$ cat src/rtl/core/hssc_pkg.sv
// ----------------------------------------------------------------------------
// hssc_pkg
// Types, codes and commutation table for the hall six-step commutator.
// ----------------------------------------------------------------------------
package hssc_pkg;

  localparam int unsigned DutyW   = 10;
  localparam int unsigned CountW  = 32;
  localparam logic [DutyW-1:0] DutyMax = 10'd1000;

  typedef enum logic [1:0] {
    KIND_HALL  = 2'd0,
    KIND_START = 2'd1,
    KIND_STOP  = 2'd2,
    KIND_DUTY  = 2'd3
  } kind_t;

  localparam logic [1:0] DIR_STOP = 2'd0;
  localparam logic [1:0] DIR_CW   = 2'd1;
  localparam logic [1:0] DIR_CCW  = 2'd2;

  localparam logic [1:0] PHASE_NONE = 2'd0;
  localparam logic [1:0] PHASE_U    = 2'd1;
  localparam logic [1:0] PHASE_V    = 2'd2;
  localparam logic [1:0] PHASE_W    = 2'd3;

  localparam logic [2:0] LOW_OFF = 3'b000;
  localparam logic [2:0] LOW_U   = 3'b001;
  localparam logic [2:0] LOW_V   = 3'b010;
  localparam logic [2:0] LOW_W   = 3'b100;

  typedef struct packed {
    kind_t       kind;
    logic [2:0]  hall_raw;
    logic [1:0]  dir;
    logic [15:0] duty_request;
  } item_t;

  typedef struct packed {
    logic              status;
    logic              running;
    logic [2:0]        hall_code;
    logic [1:0]        high_phase;
    logic [DutyW-1:0]  compare_value;
    logic [2:0]        low_enable;
    logic [CountW-1:0] commutations;
  } result_t;

  typedef struct packed {
    logic              run_flag;
    logic [1:0]        rotation_dir;
    logic [DutyW-1:0]  duty_level;
    logic [2:0]        hall_now;
    logic [1:0]        high_sel;
    logic [2:0]        low_sel;
    logic [CountW-1:0] commutation_count;
    logic [DutyW-1:0]  cmp_level;
  } state_t;

  function automatic logic code_valid(input logic [2:0] code);
    return (code != 3'd0) && (code != 3'd7);
  endfunction

  function automatic logic [1:0] high_of_code(input logic [2:0] code);
    logic [1:0] ph;
    case (code)
      3'd1:    ph = PHASE_U;
      3'd2:    ph = PHASE_V;
      3'd3:    ph = PHASE_V;
      3'd4:    ph = PHASE_W;
      3'd5:    ph = PHASE_U;
      3'd6:    ph = PHASE_W;
      default: ph = PHASE_NONE;
    endcase
    return ph;
  endfunction

  function automatic logic [2:0] low_of_code(input logic [2:0] code);
    logic [2:0] en;
    case (code)
      3'd1:    en = LOW_W;
      3'd2:    en = LOW_U;
      3'd3:    en = LOW_W;
      3'd4:    en = LOW_V;
      3'd5:    en = LOW_V;
      3'd6:    en = LOW_U;
      default: en = LOW_OFF;
    endcase
    return en;
  endfunction

  function automatic logic [DutyW-1:0] clamp_duty(input logic [15:0] req);
    return (req > 16'(DutyMax)) ? DutyMax : req[DutyW-1:0];
  endfunction

endpackage

$ cat src/rtl/core/hssc_step.sv
// ----------------------------------------------------------------------------
// hssc_step
// Next-state and result logic for one commutator transaction.
// ----------------------------------------------------------------------------
module hssc_step (
  input  hssc_pkg::state_t  st,
  input  hssc_pkg::item_t   item,
  output hssc_pkg::state_t  st_next,
  output hssc_pkg::result_t res
);
  import hssc_pkg::*;

  logic [2:0]       code_cur;
  logic [2:0]       code_new;
  logic [DutyW-1:0] duty_new;
  logic             status;

  assign code_cur = (st.rotation_dir == DIR_CCW) ? (3'd7 - item.hall_raw) : item.hall_raw;
  assign code_new = (item.dir == DIR_CCW) ? (3'd7 - item.hall_raw) : item.hall_raw;
  assign duty_new = clamp_duty(item.duty_request);

  always_comb begin
    st_next = st;
    status  = 1'b0;
    case (item.kind)
      KIND_HALL: begin
        if (st.run_flag) begin
          st_next.hall_now = code_cur;
          if (code_valid(code_cur)) begin
            st_next.high_sel          = high_of_code(code_cur);
            st_next.low_sel           = low_of_code(code_cur);
            st_next.cmp_level         = st.duty_level;
            st_next.commutation_count = st.commutation_count + CountW'(1);
          end
        end
      end
      KIND_START: begin
        if (item.dir == DIR_STOP) begin
          st_next.run_flag   = 1'b0;
          st_next.duty_level = '0;
          st_next.high_sel   = PHASE_NONE;
          st_next.low_sel    = LOW_OFF;
          st_next.cmp_level  = '0;
        end else begin
          st_next.rotation_dir = item.dir;
          st_next.duty_level   = duty_new;
          st_next.hall_now     = code_new;
          if (code_valid(code_new)) begin
            st_next.run_flag  = 1'b1;
            st_next.high_sel  = high_of_code(code_new);
            st_next.low_sel   = low_of_code(code_new);
            st_next.cmp_level = duty_new;
          end else begin
            st_next.run_flag  = 1'b0;
            st_next.high_sel  = PHASE_NONE;
            st_next.low_sel   = LOW_OFF;
            st_next.cmp_level = '0;
            status            = 1'b1;
          end
        end
      end
      KIND_STOP: begin
        st_next.run_flag   = 1'b0;
        st_next.duty_level = '0;
        st_next.high_sel   = PHASE_NONE;
        st_next.low_sel    = LOW_OFF;
        st_next.cmp_level  = '0;
      end
      KIND_DUTY: begin
        st_next.duty_level = duty_new;
        if (st.run_flag && code_valid(st.hall_now)) begin
          st_next.cmp_level = duty_new;
        end
      end
      default: begin
        st_next = st;
      end
    endcase
  end

  always_comb begin
    res.status        = status;
    res.running       = st_next.run_flag;
    res.hall_code     = st_next.hall_now;
    res.high_phase    = st_next.high_sel;
    res.compare_value = (st_next.high_sel != PHASE_NONE) ? st_next.cmp_level : '0;
    res.low_enable    = st_next.low_sel;
    res.commutations  = st_next.commutation_count;
  end

endmodule

$ cat src/rtl/core/hall_six_step_commutator.sv
// ----------------------------------------------------------------------------
// hall_six_step_commutator
// Six-step BLDC commutation from hall events, start/stop and duty commands.
// ----------------------------------------------------------------------------
// path: an accepted transaction is held in the input register, then
//   its result is written to the result register
// throughput: one transaction per cycle while no result is held, set by the state update
// stalls: a held result holds the input register, which holds item_ready low
// reset: clears drive, duty, direction, hall code and commutation count
module hall_six_step_commutator (
  input  logic              clk,
  input  logic              rst,
  input  logic              item_valid,
  output logic              item_ready,
  input  hssc_pkg::item_t   item,
  output logic              result_valid,
  input  logic              result_ready,
  output hssc_pkg::result_t result
);
  import hssc_pkg::*;

  logic    stage_valid;
  item_t   stage_item;
  state_t  st;
  state_t  st_next;
  result_t res_next;
  logic    advance;

  assign advance    = stage_valid && (!result_valid || result_ready);
  assign item_ready = !stage_valid || advance;

  hssc_step u_step (
    .st      (st),
    .item    (stage_item),
    .st_next (st_next),
    .res     (res_next)
  );

  always_ff @(posedge clk) begin
    if (rst) begin
      stage_valid <= 1'b0;
    end else if (item_ready) begin
      stage_valid <= item_valid;
    end
  end

  always_ff @(posedge clk) begin
    if (item_ready && item_valid) begin
      stage_item <= item;
    end
  end

  always_ff @(posedge clk) begin
    if (rst) begin
      st           <= '0;
      result_valid <= 1'b0;
    end else begin
      if (advance) begin
        st <= st_next;
      end
      if (advance) begin
        result_valid <= 1'b1;
      end else if (result_ready) begin
        result_valid <= 1'b0;
      end
    end
  end

  always_ff @(posedge clk) begin
    if (advance) begin
      result <= res_next;
    end
  end

  a_low_onehot: assert property (@(posedge clk) disable iff (rst)
    result_valid |-> $onehot0(result.low_enable))
    else $error("low-side enables not one-hot");

  a_drive_pair: assert property (@(posedge clk) disable iff (rst)
    result_valid |-> ((result.high_phase == PHASE_NONE) == (result.low_enable == LOW_OFF)))
    else $error("high and low drive disagree");

  a_cmp_idle: assert property (@(posedge clk) disable iff (rst)
    (result_valid && result.high_phase == PHASE_NONE) |-> (result.compare_value == '0))
    else $error("compare level set with no phase driven");

  a_status_stop: assert property (@(posedge clk) disable iff (rst)
    (result_valid && result.status) |-> !result.running)
    else $error("start error while running");

  a_count_step: assert property (@(posedge clk) disable iff (rst)
    (st.commutation_count != $past(st.commutation_count)) |->
      (st.commutation_count == $past(st.commutation_count) + CountW'(1)))
    else $error("commutation count jumped");

endmodule
$ cat config.mk
export PLATFORM = sky130hd
export DESIGN_NAME = hall_six_step_commutator
export DESIGN_NICKNAME = d
export VERILOG_FILES = /design/src/rtl/core/hssc_pkg.sv /design/src/rtl/core/hssc_step.sv /design/src/rtl/core/hall_six_step_commutator.sv
export SDC_FILE = /design/constraint.sdc
export NUM_CORES = 1
export LEC_CHECK = 0
export BUFFER_PORTS_ARGS = -buffer_cell sky130_fd_sc_hd__buf_2
export CAP_MARGIN = 20
export CORE_UTILIZATION = 40
export CTS_CLUSTER_DIAMETER = 120
export DETAILED_ROUTE_END_ITERATION = 6
export SYNTH_ARGS = -nofsm -noshare
export SYNTH_HDL_FRONTEND = slang
export SYNTH_HIERARCHICAL = 1
export SYNTH_SLANG_ARGS = --single-unit
$ cat constraint.sdc
create_clock -name clk -period 6.3 [get_ports clk]
set_input_delay 0.945 -clock clk [delete_from_list [all_inputs] [get_ports clk]]
set_output_delay 0.945 -clock clk [all_outputs]
set_load 0.005 [all_outputs]
==> results.md <==
Run status:
- The run finished, with violations left.
- The checks that failed: DRC.

Power and ir drop:
- Of the total power, the share spent switching nets is 0.2159.
- The share of total power dissipated in combinational logic is 0.066.
- The worst supply voltage drop on vdd is 0.1948 mV.
- The share of total power dissipated in the clock network is 0.458.
- The design internal power is 1.666 mW.
- For this design the static power due to leakage is 2.873 nW.
- Summed over all nets, the switching power comes to 459.0 uW.
- Of the total power, registers draw 0.476.
- The power density relative to cell area is 258.0 nW/um^2.

Worst setup path:
- The critical path is of the flip-flop to flip-flop type.
- The data arrival time of the critical path is 3.11 ns.
- The register-to-register path setup slack is 3.53 ns.
- Data on the critical path is required at its endpoint by 6.64 ns.
- For the worst flop-to-flop path, the logic depth is 9.
- The most critical setup path has its endpoint at st[36].
- In this run the critical register-to-register path is launched from stage_item[21].
- Tracing the worst setup path back leads to its startpoint at stage_item[21].
- The worst path buffer plus inverter count is 2.
- The worst setup path is captured at a flip-flop.
- Counting buffers and inverters, the worst setup path is 9 cells deep.
- The kind of launch point of the worst setup path is a flip-flop.
- In this design, the largest share of critical-path delay is due to simple AND/OR/NAND/NOR gates.
- The highest fanout seen on the critical path is 31.
- The highest-delay cell along the critical path is or3_1.
- Traced cell by cell, the critical path runs through inv_1 -> ha_1 -> buf_4 -> nand4_1 -> or3_1 -> nor3_1 -> xor2_1 -> nand2b_1 -> mux2i_1.
- The end of the worst register-to-register path is st[36].
- On the worst path, the slowest cell contributes a delay of 0.65 ns.

STA:
- Setup repair after global routing left no endpoint under its margin.
- The number of failing hold endpoints at the final stage was 0.
- The count of final max-slew check failures is 0.
- After layout, the minimum clock period comes to 2.775 ns.
- In the finished design, the share of the clock period the worst path needs comes to 0.4404.
- The setup skew after layout is 0.007684 ns.
- At the pin with the least slew margin, the transition time is 0.9312 ns.
- Setup violations remaining at the end of the flow were counted as 0.
- Measured against its own limit, the worst slew margin works out to 0.3792.
- The setup TNS after final layout is 0 ns.
- The achievable clock frequency is 360.4 MHz.
- Setup slack closes at 3.525 ns.
- The tightest hold margin is 0.4711 ns.

Synth:
- The count of cell types in the netlist is 51.
- The most used flip-flop cell after synthesis is edfxtp_1.
- For this run, the number of Yosys warnings is 6.
- Of the total synthesized cell area, the portion taken by full adders, half adders and majority gates is 0.006649.
- The largest family of logic cells by synthesized area is simple AND/OR/NAND/NOR gates.
- The flip-flop and latch count after synthesis is 140.
- The number of cells produced by synthesis is 718.
- The synthesized design spends more area on one cell type than any other, namely edfxtp_1.
- The post-synthesis share of cell area spent on and, or, nand and nor gates is 0.2133.
- Sorting the synthesized cells by area gives the leading types as edfxtp_1 (30%), dfxtp_1 (17%), nand2b_1 (11%), mux2i_1 (9.3%), buf_4 (4.3%).
- The portion of synthesized area spent on multiplexers is 0.1006.
- After synthesis, the share of flip-flops with an asynchronous set or reset is 0.
- After synthesis the cells add up to 7527 sq um.
- The xor/xnor share of the synthesized area is 0.03840.
- The post-synthesis area per instance is 10.48 sq um.
- The share of the synthesized area in the top cell type is 0.2992.
- Of the synthesized area, sequential elements account for 0.4721.
- The number of flops mapped to enable cells by yosys is 75.
- The synthesized-area fraction occupied by ao, oa, aoi and oai cells is 0.07779.
- Counting every net in the synthesized netlist gives 749.

Floorplan:
- The die covers 19370 sq um.
- The die is 139.2 um wide.
- The initial utilization of the core area, before any placement, comes to 0.4134.
- The die height is 139.2 um.
- The cell row count is 49.
- The number of placed I/O pins is 81.
- In this run the standard cell core region covers 18210 sq um.

CTS:
- The count of buffers added by post-CTS timing repair for setup is 0.
- The number of gates resized after CTS is 0.
- The CTS clock-pin slew for the worst setup and hold paths is 0.06 ns.
- The clock root buffer is clkbuf_16.
- The clock passes through at most 2 buffers.
- The clock drives 140 sinks.
- The number of clock buffers added by TritonCTS is 17.
- TritonCTS built the clock tree.
- The later pin in the worst-skew pair is clocked with a latency of 0.41 ns.
- Hold repair after CTS inserted 0 buffers.
- The H-tree generated during clock tree synthesis spans 4 levels.

Layout:
- Of the cells placed in the final design, the portion with a size suffix greater than 1 is 0.1788.
- The library cell used most frequently in the layout, excluding fill and tap cells, is nand2b_1.
- The count of inserted antenna diode cells is 0.
- The layout overhead on the synthesized area is 9.425%.
- The final core area utilization is 0.4523.
- In the layout the commonest cells are nand2b_1 (130), buf_2 (80), edfxtp_1 (75).
- The final layout net count is 773.
- The final instance count without filler cells is 984.

Drt:
- The total via count after detailed routing is 5085.
- Wires add up to 15.15 mm.
- In this run, the number of DRC markers left after iteration 0 of detailed routing was 348.
- The met2 wire length is 7.193 mm.
- The topmost layer with routed signal wires is met4.
- The average vias per placed instance is 5.168.
- The number of nets with antenna violations after detailed routing is 0.
- The average detailed-routed wire length per instance is 15.40 um.
- The first detailed-routing pass took 7 iterations.
- The routed length on met1 is 7.095 mm.
- The length of routed met3 wiring is 678 um.
- In the routed design, unresolved DRC markers number 5.

Flow run:
- The number of max-cap violations is 0.

Global route:
- The number of global-route vias before repair is 4861.
- For this run the aggregate overflow at the end of global routing stands at 0.
- The first global-routing pass estimated 24.69 mm of wire.
- Entering global routing, the biggest net connects 129 pins.
- The initial antenna violation count came to 0.
- The total track usage is 0.1617.

Placement:
- The worst setup timing slack at the placement stage is 3.331 ns.
- The count of buffers added on input and output ports is 80.
- The number of cells in the design after placement is 951.
- The detailed placer's ending HPWL is 10.06 mm.
- The final RePlAce weighted congestion is 0.8576.

Worst hold path:
- The classification of the worst-slack hold path is flip-flop to flip-flop.
- The hold path startpoint is st[52].
[cells in the mapped netlist (2+ instances only)]
library cell / count
nand2b_1: 130
edfxtp_1: 75
mux2i_1: 70
dfxtp_1: 65
nand2_1: 50
buf_4: 43
nor2_1: 25
clkbuf_1: 24
xnor2_1: 22
inv_1: 20
nand3_1: 16
nand4_1: 14
nor3_1: 14
o21ai_0: 13
xor2_1: 11
nor2b_1: 10
a221o_1: 8
a21boi_1: 7
a21oi_1: 7
a22oi_1: 7
a31oi_1: 7
buf_12: 7
o211ai_1: 6
buf_2: 5
mux2_2: 5
a21o_1: 4
a31o_1: 4
and2_1: 4
ha_1: 4
or2_2: 4
a211oi_1: 3
a21boi_0: 3
buf_6: 3
nor3_2: 3
nor4_1: 3
o221ai_1: 3
or3_1: 3
nand3_2: 2
nor2b_4: 2
[worst min-delay path, cell delays in order, from the launching register on]
cell and delay (ns):
dfxtp_1 0.30, nand2b_1 0.06, mux2i_1 0.06
[flip-flops by register name (all words and copies together), names as in the netlist]
register      cells
stage_item       23
result           52
stage_valid       1
result_valid      1
st               63
[metal layers]
| metal | GRT usage | up-vias |
|---|---|---|
| met4 | 0.05556 | 0 |
| met3 | 0.03695 | 13 |
| met5 | 0 | - |
| li1 | - | 2498 |
| met1 | 0.2101 | 2459 |
| met2 | 0.2648 | 115 |
[cells by family (layout without fill, tap and decap cells)]
kind of cell    after synthesis  after routing
flops                       140            140
mux                          75             75
fa+ha+maj                     4              4
compound gates               79             79
simple gates                285            285
xor+xnor                     33             33
buf+inv                     102            139
[area by class of cell]
cell class,instances,area [sq um]
tap,229,286.5
inverter,20,75.07
timing repair buffer,87,450.4
sequential,140,3553
clock buffer,25,485.5
clock inverter,7,88.84
fill,1739,9972
multi-input combinational,476,3297
[worst min path at each step]
stage | depth (start not counted) | to
6_report | 2 | st[52]
5_1_grt | 2 | st[56]
4_1_cts | 2 | st[54]
3_5_place_dp | 2 | st[40]
3_3_place_gp | 2 | st[54]
2_1_floorplan | 2 | st[50]
[metrics by stage]
step                      power [mW]  cell area (sq um)
after floorplan                1.133               7527
after global placement         1.167               7657
after detailed placement       1.171               7657
after CTS                      2.152               8232
after global routing           2.205               8237
final                          2.125               8237
[power by group through the flow]
stage / logic, mW / registers, mW / clock network (mW)
4_1_cts: 0.140 / 1.01 / 1.00
6_report: 0.139 / 1.01 / 0.974
3_5_place_dp: 0.139 / 1.03 / 0
3_3_place_gp: 0.136 / 1.03 / 0
2_1_floorplan: 0.109 / 1.02 / 0
5_1_grt: 0.151 / 1.02 / 1.04
No activity file was read; power rests on OpenSTA's default activity.
